### src/hdl/i2p_pkg.sv
package i2p_pkg;

  typedef logic [2:0] code_t;

  localparam code_t CODE_OPEN  = 3'd0;
  localparam code_t CODE_PLUS  = 3'd1;
  localparam code_t CODE_MINUS = 3'd2;
  localparam code_t CODE_TIMES = 3'd3;
  localparam code_t CODE_DIV   = 3'd4;

  localparam logic [7:0] CHAR_OPEN  = 8'h28;
  localparam logic [7:0] CHAR_CLOSE = 8'h29;
  localparam logic [7:0] CHAR_TIMES = 8'h2A;
  localparam logic [7:0] CHAR_PLUS  = 8'h2B;
  localparam logic [7:0] CHAR_MINUS = 8'h2D;
  localparam logic [7:0] CHAR_DIV   = 8'h2F;
  localparam logic [7:0] CHAR_SPACE = 8'h20;

  localparam logic [1:0] STATUS_OK        = 2'd0;
  localparam logic [1:0] STATUS_OVERFLOW  = 2'd1;
  localparam logic [1:0] STATUS_UNMATCHED = 2'd2;

  typedef struct packed {
    logic push;
    logic pop;
  } cell_ctl_t;

  function automatic logic [7:0] code_char(input code_t code);
    logic [7:0] ch;
    case (code)
      CODE_OPEN:  ch = CHAR_OPEN;
      CODE_PLUS:  ch = CHAR_PLUS;
      CODE_MINUS: ch = CHAR_MINUS;
      CODE_TIMES: ch = CHAR_TIMES;
      CODE_DIV:   ch = CHAR_DIV;
      default:    ch = 8'h00;
    endcase
    return ch;
  endfunction

  function automatic logic [1:0] code_prio(input code_t code);
    logic [1:0] prio;
    case (code)
      CODE_OPEN:  prio = 2'd3;
      CODE_PLUS:  prio = 2'd1;
      CODE_MINUS: prio = 2'd1;
      CODE_TIMES: prio = 2'd2;
      CODE_DIV:   prio = 2'd2;
      default:    prio = 2'd0;
    endcase
    return prio;
  endfunction

endpackage

### src/hdl/i2p_cell.sv
module i2p_cell (
  input  logic               clk,
  input  i2p_pkg::cell_ctl_t ctl,
  input  i2p_pkg::code_t     up_code,
  input  i2p_pkg::code_t     down_code,
  output i2p_pkg::code_t     code
);

  always_ff @(posedge clk) begin
    if (ctl.push) begin
      code <= up_code;
    end else if (ctl.pop) begin
      code <= down_code;
    end
  end

endmodule

### src/hdl/infix_to_postfix_converter.sv
// Shunting-yard converter from infix to postfix characters.
// The input channel (valid, stall, symbol, end_of_expression) takes one ASCII
// character per item. The result channel (result_valid, result_stall, out_symbol,
// out_valid, last, status) sends one postfix character per item, and the last
// result of each input item carries last set. An input item that ends an
// expression or raises an error but sends no character gives one empty result
// with out_valid low. Every result of one input item carries the same status.
// The operator stack is a row of cells that shift down on a push and up on a pop,
// one pop per cycle while the output register is free. An input item goes through
// ST_OPER, ST_FLUSH and ST_DONE in turn; ST_OPER and ST_FLUSH pop the operators.
// One item is worked on at a time; stall stays high until its last result has
// entered the output register. The output register takes a new result in the
// cycle its current result is accepted; while result_stall holds a waiting
// result, the block holds until the register frees. Reset empties the stack and
// drops any result in flight.
module infix_to_postfix_converter #(
  parameter int STACK_DEPTH = 16
) (
  input  logic       clk,
  input  logic       rst,
  input  logic       valid,
  output logic       stall,
  input  logic [7:0] symbol,
  input  logic       end_of_expression,
  output logic       result_valid,
  input  logic       result_stall,
  output logic [7:0] out_symbol,
  output logic       out_valid,
  output logic       last,
  output logic [1:0] status
);

  localparam int CW = $clog2(STACK_DEPTH + 1);

  localparam logic [1:0] ST_IDLE  = 2'd0;
  localparam logic [1:0] ST_OPER  = 2'd1;
  localparam logic [1:0] ST_FLUSH = 2'd2;
  localparam logic [1:0] ST_DONE  = 2'd3;

  localparam logic [2:0] K_SPACE = 3'd0;
  localparam logic [2:0] K_OPEN  = 3'd1;
  localparam logic [2:0] K_CLOSE = 3'd2;
  localparam logic [2:0] K_OPER  = 3'd3;
  localparam logic [2:0] K_OTHER = 3'd4;

  logic [1:0]     state, state_next;
  logic [7:0]     sym_q;
  logic           end_q;
  logic [2:0]     kind_q;
  i2p_pkg::code_t code_q;
  logic [1:0]     status_q;
  logic [CW-1:0]  stack_count;
  logic [CW-1:0]  open_count;
  logic           hold_full;
  logic [7:0]     hold_symbol;

  logic [2:0]         kind_d;
  i2p_pkg::code_t     code_d;
  logic [1:0]         status_d;
  i2p_pkg::code_t     top_code;
  i2p_pkg::code_t     cell_code [STACK_DEPTH];
  i2p_pkg::cell_ctl_t ctl;
  logic               full;
  logic               pop_ok;
  logic               out_free;
  logic               accept;
  logic               emit;
  logic [7:0]         emit_symbol;
  logic               out_load;
  logic [7:0]         out_symbol_d;
  logic               out_valid_d;
  logic               last_d;

  genvar gi;
  generate
    for (gi = 0; gi < STACK_DEPTH; gi++) begin : g_cell
      i2p_pkg::code_t up_code;
      i2p_pkg::code_t down_code;
      if (gi == 0) begin : g_top
        assign up_code = code_q;
      end else begin : g_mid
        assign up_code = cell_code[gi-1];
      end
      if (gi == STACK_DEPTH - 1) begin : g_bottom
        assign down_code = i2p_pkg::CODE_OPEN;
      end else begin : g_inner
        assign down_code = cell_code[gi+1];
      end
      i2p_cell u_cell (
        .clk       (clk),
        .ctl       (ctl),
        .up_code   (up_code),
        .down_code (down_code),
        .code      (cell_code[gi])
      );
    end
  endgenerate

  assign top_code = cell_code[0];
  assign full     = stack_count == CW'(STACK_DEPTH);
  assign out_free = !result_valid || !result_stall;
  assign stall    = rst || (state != ST_IDLE);
  assign accept   = valid && !stall;

  always_comb begin
    kind_d = K_OTHER;
    code_d = i2p_pkg::CODE_OPEN;
    case (symbol)
      i2p_pkg::CHAR_SPACE: kind_d = K_SPACE;
      i2p_pkg::CHAR_OPEN:  kind_d = K_OPEN;
      i2p_pkg::CHAR_CLOSE: kind_d = K_CLOSE;
      i2p_pkg::CHAR_PLUS: begin
        kind_d = K_OPER;
        code_d = i2p_pkg::CODE_PLUS;
      end
      i2p_pkg::CHAR_MINUS: begin
        kind_d = K_OPER;
        code_d = i2p_pkg::CODE_MINUS;
      end
      i2p_pkg::CHAR_TIMES: begin
        kind_d = K_OPER;
        code_d = i2p_pkg::CODE_TIMES;
      end
      i2p_pkg::CHAR_DIV: begin
        kind_d = K_OPER;
        code_d = i2p_pkg::CODE_DIV;
      end
      default: kind_d = K_OTHER;
    endcase
  end

  // An operator overflows only if it pops nothing, so the status of an item is
  // known when it is accepted.
  always_comb begin
    status_d = i2p_pkg::STATUS_OK;
    case (kind_d)
      K_OPEN: begin
        if (full) begin
          status_d = i2p_pkg::STATUS_OVERFLOW;
        end
      end
      K_CLOSE: begin
        if (open_count == '0) begin
          status_d = i2p_pkg::STATUS_UNMATCHED;
        end
      end
      K_OPER: begin
        if (full && (top_code == i2p_pkg::CODE_OPEN ||
                     i2p_pkg::code_prio(code_d) > i2p_pkg::code_prio(top_code))) begin
          status_d = i2p_pkg::STATUS_OVERFLOW;
        end
      end
      default: status_d = i2p_pkg::STATUS_OK;
    endcase
  end

  assign pop_ok = (stack_count != '0) && (top_code != i2p_pkg::CODE_OPEN) &&
                  (i2p_pkg::code_prio(code_q) <= i2p_pkg::code_prio(top_code));

  always_comb begin
    state_next   = state;
    ctl.push     = 1'b0;
    ctl.pop      = 1'b0;
    emit         = 1'b0;
    emit_symbol  = i2p_pkg::code_char(top_code);
    out_load     = 1'b0;
    out_symbol_d = hold_symbol;
    out_valid_d  = 1'b1;
    last_d       = 1'b0;
    if (state == ST_IDLE) begin
      if (accept) begin
        state_next = ST_OPER;
      end
    end else if (out_free) begin
      case (state)
        ST_OPER: begin
          case (kind_q)
            K_CLOSE: begin
              if (status_q == i2p_pkg::STATUS_OK) begin
                ctl.pop = 1'b1;
                if (top_code == i2p_pkg::CODE_OPEN) begin
                  state_next = ST_FLUSH;
                end else begin
                  emit = 1'b1;
                end
              end else begin
                state_next = ST_FLUSH;
              end
            end
            K_OPER: begin
              if (pop_ok) begin
                ctl.pop = 1'b1;
                emit    = 1'b1;
              end else begin
                ctl.push   = !full;
                state_next = ST_FLUSH;
              end
            end
            K_OPEN: begin
              ctl.push   = !full;
              state_next = ST_FLUSH;
            end
            K_OTHER: begin
              emit        = 1'b1;
              emit_symbol = sym_q;
              state_next  = ST_FLUSH;
            end
            default: state_next = ST_FLUSH;
          endcase
        end
        ST_FLUSH: begin
          if (end_q && stack_count != '0) begin
            ctl.pop = 1'b1;
            emit    = 1'b1;
          end else begin
            state_next = ST_DONE;
          end
        end
        ST_DONE: begin
          last_d     = 1'b1;
          state_next = ST_IDLE;
          if (hold_full) begin
            out_load = 1'b1;
          end else if (end_q || status_q != i2p_pkg::STATUS_OK) begin
            out_load     = 1'b1;
            out_symbol_d = 8'h00;
            out_valid_d  = 1'b0;
          end
        end
        default: state_next = ST_IDLE;
      endcase
      // A new character pushes the held one out; the held one becomes the
      // last result only when the item finishes.
      if (emit && hold_full) begin
        out_load = 1'b1;
      end
    end
  end

  always_ff @(posedge clk) begin
    if (rst) begin
      state        <= ST_IDLE;
      stack_count  <= '0;
      open_count   <= '0;
      hold_full    <= 1'b0;
      result_valid <= 1'b0;
    end else begin
      state <= state_next;
      if (ctl.push) begin
        stack_count <= stack_count + CW'(1);
        if (code_q == i2p_pkg::CODE_OPEN) begin
          open_count <= open_count + CW'(1);
        end
      end else if (ctl.pop) begin
        stack_count <= stack_count - CW'(1);
        if (top_code == i2p_pkg::CODE_OPEN) begin
          open_count <= open_count - CW'(1);
        end
      end
      if (emit) begin
        hold_full <= 1'b1;
      end else if (state == ST_DONE && out_free) begin
        hold_full <= 1'b0;
      end
      if (out_load) begin
        result_valid <= 1'b1;
      end else if (!result_stall) begin
        result_valid <= 1'b0;
      end
    end
  end

  always_ff @(posedge clk) begin
    if (accept) begin
      sym_q    <= symbol;
      end_q    <= end_of_expression;
      kind_q   <= kind_d;
      code_q   <= (kind_d == K_OPER) ? code_d : i2p_pkg::CODE_OPEN;
      status_q <= status_d;
    end
    if (emit) begin
      hold_symbol <= emit_symbol;
    end
    if (out_load) begin
      out_symbol <= out_symbol_d;
      out_valid  <= out_valid_d;
      last       <= last_d;
      status     <= status_q;
    end
  end

  a_count_bound: assert property (@(posedge clk) disable iff (rst)
    stack_count <= CW'(STACK_DEPTH))
    else $error("stack count exceeds depth");

  a_open_bound: assert property (@(posedge clk) disable iff (rst)
    open_count <= stack_count)
    else $error("open parenthesis count exceeds stack count");

  a_idle_hold: assert property (@(posedge clk) disable iff (rst)
    state == ST_IDLE |-> !hold_full)
    else $error("character left in hold while idle");

  a_empty_marker: assert property (@(posedge clk) disable iff (rst)
    result_valid && !out_valid |-> out_symbol == 8'h00 && last)
    else $error("empty result is malformed");

  a_push_pop: assert property (@(posedge clk) disable iff (rst)
    !(ctl.push && ctl.pop))
    else $error("push and pop in the same cycle");

endmodule

### config.mk
export PLATFORM = sky130hd
export DESIGN_NAME = infix_to_postfix_converter
export DESIGN_NICKNAME = d
export VERILOG_FILES = /design/src/hdl/i2p_pkg.sv /design/src/hdl/i2p_cell.sv /design/src/hdl/infix_to_postfix_converter.sv
export SDC_FILE = /design/constraint.sdc
export NUM_CORES = 1
export LEC_CHECK = 0
export BUFFER_PORTS_ARGS = -buffer_cell sky130_fd_sc_hd__buf_2
export CORE_ASPECT_RATIO = 1.4
export CORE_UTILIZATION = 55
export CTS_BUF_LIST = sky130_fd_sc_hd__clkbuf_4 sky130_fd_sc_hd__clkbuf_8
export CTS_CLUSTER_DIAMETER = 40
export CTS_CLUSTER_SIZE = 24
export DETAILED_ROUTE_END_ITERATION = 16
export PLACE_DENSITY_LB_ADDON = 0.2
export SLEW_MARGIN = 25
export SYNTH_ARGS = -nofsm -noshare
export SYNTH_HDL_FRONTEND = slang
export SYNTH_SLANG_ARGS = --single-unit
### constraint.sdc
create_clock -name clk -period 3.25 [get_ports clk]
set_input_delay 0.975 -clock clk [delete_from_list [all_inputs] [get_ports clk]]
set_output_delay 0.975 -clock clk [all_outputs]
set_load 0.02 [all_outputs]
==> key figures, run 1 <==
Synth
  – Sequential fraction of the synthesis area: 59.78%
  – Post-synth cell types: 53
  – Prevailing post-synth register cell: edfxtp_1
  – Post-synth EDFFs: 85
  – Cell with the most instances after synthesis: nand2_1
  – Synth async-reset ratio: 0%
  – Post-Syn Instances: 449
  – Area leader, netlist: edfxtp_1
  – Synth top cells by count: nand2_1 (156), edfxtp_1 (85), nor2_1 (27)
  – Syn avg cell area: 10.55 um^2
  – Post-synth net total: 479
  – Yosys reg bits: 99
  – Synth top area share: 53.87%
  – Post-Synthesis Cell Area: 4738 um^2
  – Yosys warns: 0
  – Ranking of synthesized cells by area: edfxtp_1 (54%), nand2_1 (12%), dfxtp_1 (5.9%)

Layout
  – Post-route cell area: 5177 um^2
  – Filler cell count: 677
  – Antenna fix cells: 0
  – Final Net Count: 508
  – Share of layout cells above drive strength 1: 13.49%
  – Area growth, synth to finish: 9.269%

Pwr
  – Worst VDD drop: 0.3050 mV
  – Power Density: 484.3 nW/um^2
  – Lkg Pwr: 2.044 nW

Routing
  – DRT Wirelength: 8341 um
  – Pre-antenna DRT Iters: 4
  – Initial DRC count: 166
  – Routed Antenna Nets: 0
  – DR vias: 3148
  – Drt wl/cell: 14.28 um
  – Drt drc: 0
  – Vias/cell: 5.390

Floorplanning
  – I/O pin count: 27
  – Die area: 8996 um^2
  – Row count: 39
  – Die X: 80.45 um
  – Core Box Area: 8247 um^2
  – Die H: 111.8 um
  – Starting Density: 57.46%

Clock tree
  – Clk Latency, worst-skew pair: 0.37 ns
  – Num CTS Buffers: 9
  – Clk pin slew, worst setup/hold paths: 0.08 ns
  – CTS max path bufs: 2
  – Clk sinks: 99
  – CTS tree: built
  – Cts hold-fix bufs: 0
  – H-tree depth: 3
  – CTS root buf: clkbuf_8

Worst setup path
  – R2R Setup Slk: 0.20 ns
  – Crit Reg-Reg Endpoint: open_count[4]
  – Crit path from: g_cell[0].u_cell.code[1]
  – Critical Path Slowest Stage Cell: edfxtp_1
  – Stages on the worst setup path: 13
  – Worst-path fanout max: 12
  – Cell repeated most along the worst path: a21oi_1
  – Critical path required time: 3.51 ns
  – Largest stage delay on the critical path: 0.47 ns
  – Startpoint Class: flip-flop
  – CP cell instances: nor2_2 -> nor2_1 -> ha_1 -> nor2b_1 -> a2bb2oi_2 -> o31a_2 -> inv_6 -> ha_1 -> a21oi_1 -> a21oi_1 -> a31oi_1 -> a21oi_1 -> a31o_2
  – Reg2Reg Depth: 13
  – Crit path kind: flip-flop to flip-flop
  – Worst path top cell family by delay: compound AO/OA/AOI/OAI gates
  – Crit path to: open_count[4]
  – Worst path arrival time: 3.31 ns
  – RR Startpoint: g_cell[0].u_cell.code[1]
  – Critical Path Sink Type: flip-flop
  – CP bufs+invs: 1

Outcome
  – Outcome: completed

Timing
  – Tmin final: 3.049 ns
  – Setup total negative slack: 0 ns
  – F_max: 328.0 MHz
  – Slew margin rel.: 49.94%
  – Final Max Slew Viols: 0
  – RSZ-0062 raised after global routing: no
  – Worst Clk Skew: 0.01067 ns
  – Fin. Hold Viols: 0
  – Final setup viols: 0
  – Crit share post-route: 93.80%
  – Slew @ Worst Pin: 0.7408 ns
  – Worst setup margin: 0.2014 ns

Global routing
  – Global-route wire length before repair: 13880 um
  – GRT Overall Usage: 20.28%
  – Pin count of the biggest net entering global routing: 51
  – Initial antenna violation count: 0
  – GRT Residual Overflow: 0
  – Vias in the first global route: 3052

Placement
  – Worst slack, placed: 0.08305 ns
  – Port Buffers: 26
  – GPL Wtd Cong: 0.8364
  – Placement Cell Area: 5006 um^2
  – Hpwl dp: 5783 um

Hold path
  – Kind of path behind the tightest hold check: flip-flop to flip-flop

Job
  – Max Cap Violations: 0
[worst min path at each step]
stage / cells after the start / slack [ns] / endpoint / startpoint
CTS: 2 / 0.52 / open_count[3] / open_count[3]
global route: 0 / 0.54 / status[0] / status_q[0]
detailed placement: 2 / 0.50 / open_count[3] / open_count[3]
floorplan: 2 / 0.45 / hold_full / hold_full
finish: 2 / 0.52 / open_count[3] / open_count[3]
global placement: 2 / 0.47 / hold_full / hold_full
[layout make-up]
type                            count  area, um^2  share of cell area [%]
Clock buffer                       10       131.4                   2.537
Clock inverter                      5       31.28                  0.6042
Inverter                           12       50.05                  0.9666
Multi-Input combinational cell    318        1772                   34.22
Sequential cell                    99        2833                   54.71
Tap cell                          102       127.6                   2.465
Timing Repair Buffer               38       232.7                   4.495
[cells in the final DEF, fill, tap and decap left out, types with 2 or more instances in the layout]
cell type   count
a21oi_1        18
nand2_1       155
mux2i_1         4
and3_1          4
clkinvlp_4      2
buf_2          26
o22ai_1         4
edfxtp_1       85
nor4_1          2
nand3b_1        2
clkbuf_8        9
o21a_1          2
xnor2_1         7
buf_4          11
dfxtp_1        14
and2_1          4
xor2_1          4
inv_1          11
or3_1           2
a31oi_1         4
ha_1           17
nor3b_1         2
clkinv_1        2
nor2_1         26
a31o_2          2
nor3_1          3
a21o_1          3
nor4b_1         2
o2111a_1        2
nand3_1         8
o21ai_0         5
nand2b_1        2
nor2b_1        13
[cell families (layout without fill, tap and decap cells)]
logic type	Yosys count	in the layout	synth area share, %
flops	99	99	59.78
simple gates	231	231	21.10
xor+xnor	12	12	2.377
mux	5	5	1.083
fa+ha+maj	17	17	4.489
buf+inv	32	65	3.248
compound gates	53	53	7.922
[stage by stage]
step           hold slack (ns)  instances  total power [mW]  utilization [%]
2_1_floorplan           0.4501        449             1.734                -
3_3_place_gp            0.4677        569             1.835            60.70
3_5_place_dp            0.4986        569             1.847            60.70
4_1_cts                 0.5174        584             2.534            62.68
5_1_grt                 0.5367        584             2.625            62.78
6_report                0.5188        584             2.508            62.78
[power by group]
part | internal [mW] | leakage (nW) | switching, mW | total [mW]
clock network | 0.279 | 0.0769 | 0.408 | 0.687
registers | 1.44 | 0.889 | 0.0392 | 1.48
logic | 0.134 | 1.08 | 0.209 | 0.343
[per-layer routing]
layer	up-vias	global-route usage [%]	part of all wire, %	wire length [um]
met3	13	3.607	2.5	206
met5	-	0	0	0
li1	1606	-	-	-
met2	40	34.46	52	4371
met1	1489	24.58	43	3570
met4	0	9.405	2.3	194
[what timing repair did]
action / 4_1_cts / 5_1_grt
buffers inserted: 0 / 0
endpoints found under the setup margin: 0 / 51
gates resized for setup: 0 / 2
[worst register-to-register path: cells and delay by family, from the launching register on]
kind                       cells  cell delay (ns)
adders and majority gates      2             0.58
DFF                            1             0.47
AOI/OAI and AO/OA              7             1.37
and+or+nand+nor                3             0.40
buffers and inverters          1             0.13
[sequential cells by signal (all words and copies together), names as in the netlist, 2 cells and up]
name                flops
code_q                  3
g_cell.u_cell.code     48
hold_symbol             8
kind_q                  3
open_count              5
out_symbol              8
stack_count             5
state                   2
status                  2
status_q                2
sym_q                   8
(Power assumes the default switching activity.)
==> run 2: changes to the inputs <==
==> constraint.sdc (replaced) <==
create_clock -name clk -period 3.25 [get_ports clk]
set_input_delay 0.325 -clock clk [delete_from_list [all_inputs] [get_ports clk]]
set_output_delay 0.325 -clock clk [all_outputs]
set_load 0.02 [all_outputs]
==> run 2 against run 1 <==
Critical path depth rose by 2. Cell area rose by 0.43%. Register-to-register slack got worse by 0.12 ns. Core utilization rose by 0.27 points. Total power rose by 0.37%. Global-route usage fell by 0.78 points. Combinational power fell by 2%. Non-clock buffer count rose by 3. Critical endpoint unchanged. Largest cell class unchanged.
==> key figures, run 2 (synthesis gave the netlist of run 1 again) <==
Layout
  – Final Net Count: 511
  – Antenna fix cells: 0
  – Multi-input gate area: 1767 um^2
  – Most frequent cells in the layout: nand2_1 (155), edfxtp_1 (85), nor2_1 (26), buf_2 (26), a21oi_1 (18)
  – Commonest non-fill, non-tap cell in the layout: nand2_1
  – Share of layout cells above drive strength 1: 14.40%
  – Filler cell count: 696
  – Area growth, synth to finish: 9.744%
  – Biggest register: g_cell.u_cell.code
  – Number of flip-flops in the largest register: 48
  – Sequential cell area: 2833 um^2
  – Final cell count without fillers: 588

Floorplanning
  – Row count: 39
  – I/O pin count: 27
  – Die area: 8996 um^2
  – Starting Density: 57.46%
  – Die X: 80.45 um
  – Die H: 111.8 um
  – Core Box Area: 8247 um^2

Pwr
  – Power Density: 484.0 nW/um^2
  – Lkg Pwr: 2.064 nW
  – Worst VDD drop: 0.3152 mV

Clock tree
  – H-tree depth: 3
  – Num CTS Buffers: 9
  – Clk Latency, worst-skew pair: 0.37 ns
  – CTS tree: built
  – CTS root buf: clkbuf_8
  – CTS max path bufs: 2
  – Clk pin slew, worst setup/hold paths: 0.09 ns
  – Clk sinks: 99

Worst setup path
  – R2R Setup Slk: 0.08 ns
  – Worst path top cell family by delay: compound AO/OA/AOI/OAI gates
  – Crit path kind: flip-flop to flip-flop
  – Worst-path fanout max: 7
  – CP bufs+invs: 1
  – Reg2Reg Depth: 15
  – Stages on the worst setup path: 15
  – Startpoint Class: flip-flop
  – Critical path required time: 3.51 ns
  – CP cell instances: nand2_1 -> nor2_1 -> nor2_1 -> ha_1 -> nor2b_1 -> a2bb2oi_2 -> o31a_2 -> buf_4 -> xnor2_2 -> ha_2 -> o211ai_1 -> a21oi_1 -> a31oi_1 -> a21oi_1 -> a31o_2
  – Critical Path Sink Type: flip-flop
  – Largest stage delay on the critical path: 0.49 ns
  – Critical Path Slowest Stage Cell: edfxtp_1
  – Worst path arrival time: 3.43 ns

Timing
  – Tmin final: 3.172 ns
  – Slew margin rel.: 45.65%
  – Slew @ Worst Pin: 0.8043 ns
  – RSZ-0062 raised after global routing: yes
  – Crit share post-route: 97.59%
  – Worst Clk Skew: 0.009192 ns
  – Final Max Slew Viols: 0
  – F_max: 315.3 MHz
  – Fin. Hold Viols: 0
  – Worst setup margin: 0.07834 ns
  – Final setup viols: 0

Global routing
  – GRT Overall Usage: 19.51%
  – GRT Residual Overflow: 0
  – Global-route wire length before repair: 13530 um
  – Vias in the first global route: 3054
  – Initial antenna violation count: 0
  – Pin count of the biggest net entering global routing: 49

Hold path
  – Kind of path behind the tightest hold check: input port to flip-flop
  – Hold depth: 1

Routing
  – DR vias: 3179
  – Routed Antenna Nets: 0
  – Pre-antenna DRT Iters: 4
  – DRT Wirelength: 8048 um
  – Drt drc: 0
  – Vias/cell: 5.406
  – Drt wl/cell: 13.69 um
  – Initial DRC count: 206

Placement
  – Port Buffers: 26
  – GPL Wtd Cong: 0.8270
  – Dpl cells: 567
  – Hpwl dp: 5614 um
  – Worst slack, placed: 0.01257 ns

Job
  – Max Cap Violations: 0

Outcome
  – Outcome: completed
## run 2: path summary, 6_finish.rpt
check | start | to
worst max-delay path | g_cell[0].u_cell.code[1] | open_count[4]
worst min-delay path | end_of_expression | end_q
worst max register to register | g_cell[0].u_cell.code[1] | open_count[4]
worst min register to register | hold_full | hold_full
## run 2: layout make-up
class | instances | share of cell area [%]
Multi-Input combinational cell | 318 | 33.97
Tap cell | 102 | 2.454
Clock buffer | 11 | 2.671
Clock inverter | 5 | 0.5534
Timing Repair Buffer | 41 | 4.909
Sequential cell | 99 | 54.48
Inverter | 12 | 0.9625
## run 2: metrics by stage
step / hold slack, ns / TNS (ns) / area (um^2) / power (mW) / util [%]
floorplan: 0.3978 / 0 / 4742 / 1.726 / -
global placement: 0.4656 / 0 / 4984 / 1.828 / 60.43
detailed placement: 0.4743 / 0 / 4984 / 1.839 / 60.43
CTS: 0.1330 / 0 / 5151 / 2.535 / 62.46
global route: 0.1379 / -0.06939 / 5200 / 2.620 / 63.06
finish: 0.1395 / 0 / 5200 / 2.517 / 63.06
## run 2: power by group
group          switching [mW]  total (mW)  internal, mW
Sequential             0.0390        1.48          1.44
Clock                   0.410       0.702         0.292
Combinational           0.207       0.337         0.130
## run 2: timing repair
item | CTS | global route
setup buffers | 0 | 5
gates resized for setup | 0 | 4
endpoints found under the setup margin | 1 | 52
pin swaps | 1 | 3
hold buffers | 0 | 0
## run 2: layer usage
| metal | GRT usage [%] | wire (um) |
|---|---|---|
| met5 | 0 | 0 |
| met4 | 9.048 | 165 |
| met3 | 3.852 | 209 |
| met2 | 32.94 | 4137 |
| met1 | 23.58 | 3536 |
==> run 3: changes to the inputs <==
--- a/config.mk
+++ b/config.mk
@@ -8,12 +8,12 @@
 export BUFFER_PORTS_ARGS = -buffer_cell sky130_fd_sc_hd__buf_2
 export CORE_ASPECT_RATIO = 1.4
 export CORE_UTILIZATION = 55
-export CTS_BUF_LIST = sky130_fd_sc_hd__clkbuf_4 sky130_fd_sc_hd__clkbuf_8
+export CTS_BUF_LIST = sky130_fd_sc_hd__clkbuf_4
 export CTS_CLUSTER_DIAMETER = 40
 export CTS_CLUSTER_SIZE = 24
 export DETAILED_ROUTE_END_ITERATION = 16
 export PLACE_DENSITY_LB_ADDON = 0.2
-export SLEW_MARGIN = 25
+export RECOVER_POWER = 100
 export SYNTH_ARGS = -nofsm -noshare
 export SYNTH_HDL_FRONTEND = slang
 export SYNTH_SLANG_ARGS = --single-unit
==> run 3 against run 2 <==
Cell area down 0.65%. Global-route usage up 0.10 points. Cell count up 0.68%. Die area unchanged. First-iteration DRC count down 18%. Largest power group unchanged.
==> key figures, run 3 (synthesis gave the netlist of run 1 again) <==
Floorplanning
  – Core Box Area: 8247 um^2
  – Die X: 80.45 um
  – Row count: 39
  – Die area: 8996 um^2
  – Starting Density: 57.46%
  – I/O pin count: 27
  – Die H: 111.8 um

Pwr
  – Lkg Pwr: 1.993 nW
  – Power Density: 459.0 nW/um^2
  – Worst VDD drop: 0.2786 mV
  – Final Power: 2.371 mW

Routing
  – Drt drc: 0
  – Drt wl/cell: 13.80 um
  – Vias/cell: 5.421
  – Routed Antenna Nets: 0
  – DRT Wirelength: 8172 um
  – Initial DRC count: 169
  – Pre-antenna DRT Iters: 4
  – DR vias: 3209

Global routing
  – Vias in the first global route: 3059
  – Initial antenna violation count: 1
  – GRT Residual Overflow: 0
  – Pin count of the biggest net entering global routing: 49
  – GRT Overall Usage: 19.61%
  – Global-route wire length before repair: 13560 um

Timing
  – Final Max Slew Viols: 0
  – Slew @ Worst Pin: 1.025 ns
  – Worst Clk Skew: 0.01243 ns
  – Final setup viols: 0
  – Tmin final: 3.170 ns
  – Fin. Hold Viols: 0
  – Slew margin rel.: 31.67%
  – F_max: 315.5 MHz
  – Crit share post-route: 97.53%

Worst setup path
  – Startpoint Class: flip-flop
  – Crit path kind: flip-flop to flip-flop
  – Reg2Reg Depth: 15
  – Worst-path fanout max: 7
  – Worst path arrival time: 3.51 ns
  – Critical Path Sink Type: flip-flop
  – Critical path required time: 3.59 ns

Clock tree
  – H-tree depth: 3
  – CTS max path bufs: 2
  – CTS root buf: clkbuf_4
  – Clk sinks: 99
  – Num CTS Buffers: 9
  – CTS tree: built
  – Clk pin slew, worst setup/hold paths: 0.14 ns
  – Cts hold-fix bufs: 0
  – Clk Latency, worst-skew pair: 0.44 ns

Job
  – Max Cap Violations: 0

Outcome
  – Outcome: completed

Placement
  – Port Buffers: 26
  – Dpl cells: 567
  – Placement Cell Area: 4984 um^2
  – Hpwl dp: 5614 um
  – GPL Wtd Cong: 0.8270

Layout
  – Final Net Count: 514
  – Filler cell count: 708
  – Sequential cell area: 2833 um^2
  – Biggest register: g_cell.u_cell.code
  – Multi-input gate area: 1787 um^2
  – Final cell count without fillers: 592
  – Area growth, synth to finish: 9.031%
  – Post-route core utilization: 62.65%
  – Post-route cell area: 5166 um^2
  – Number of flip-flops in the largest register: 48
  – Share of layout cells above drive strength 1: 11.04%
  – Commonest non-fill, non-tap cell in the layout: nand2_1
  – Most frequent cells in the layout: nand2_1 (155), edfxtp_1 (85), nor2_1 (26), clkbuf_1 (24)

Hold path
  – Hold depth: 1
  – Kind of path behind the tightest hold check: input port to flip-flop
-- run 3: path summary, 6_finish.rpt --
kind / from / end / slack (ns)
max: g_cell[0].u_cell.code[1] / open_count[4] / 0.08
min: end_of_expression / end_q / 0.06
max reg2reg: g_cell[0].u_cell.code[1] / open_count[4] / 0.08
min reg2reg: hold_full / hold_full / 0.49
-- run 3: report_power, final --
group | total (mW) | internal, mW | leakage [nW] | switching [mW]
Clock | 0.562 | 0.172 | 0.0623 | 0.390
Combinational | 0.331 | 0.122 | 1.04 | 0.209
Sequential | 1.48 | 1.44 | 0.889 | 0.0386
-- run 3: worst max-delay path, cell delays in order, from the launching register on --
cell and delay [ns]:
edfxtp_1 0.51, nand2_1 0.11, nor2_1 0.04, nor2_1 0.16
ha_1 0.27, nor2b_1 0.14, a2bb2oi_2 0.14, o31a_2 0.40
buf_12 0.15, xnor2_2 0.13, ha_2 0.19, o211ai_1 0.22
a21oi_2 0.09, a31oi_1 0.20, a21oi_1 0.09, a31o_2 0.22
-- run 3: cell type report --
cell class,instances,area share (%)
clock buffer,11,1.598
antenna,1,0.04844
sequential,99,54.83
tap,102,2.470
inverter,12,0.9688
multi-input combinational,318,34.58
timing repair buffer,44,4.941
clock inverter,5,0.5570
-- run 3: layer usage --
metal	vias to the layer above	track usage (%)	wire, um
met5	-	0	0
met4	0	9.048	161
met3	12	3.852	236
met2	49	32.94	4212
met1	1520	23.91	3562
li1	1628	-	-
-- run 3: through the flow --
stage	TNS [ns]	hold WS [ns]	setup slack [ns]
after CTS	0	0.02659	0.06534
after global placement	0	0.4656	0.2000
final	0	0.05574	0.08016
after global routing	-0.1160	0.02943	-0.02900
after detailed placement	0	0.4743	0.01257
after floorplan	0	0.3978	0.07150
-- run 3: timing repair --
action                     in CTS  in global routing
pin swaps                       1                  9
setup endpoints to repair       1                 50
cloned                          0                  0
setup buffers                   2                  6
resized for setup               0                  8
hold endpoints to repair        0                  0
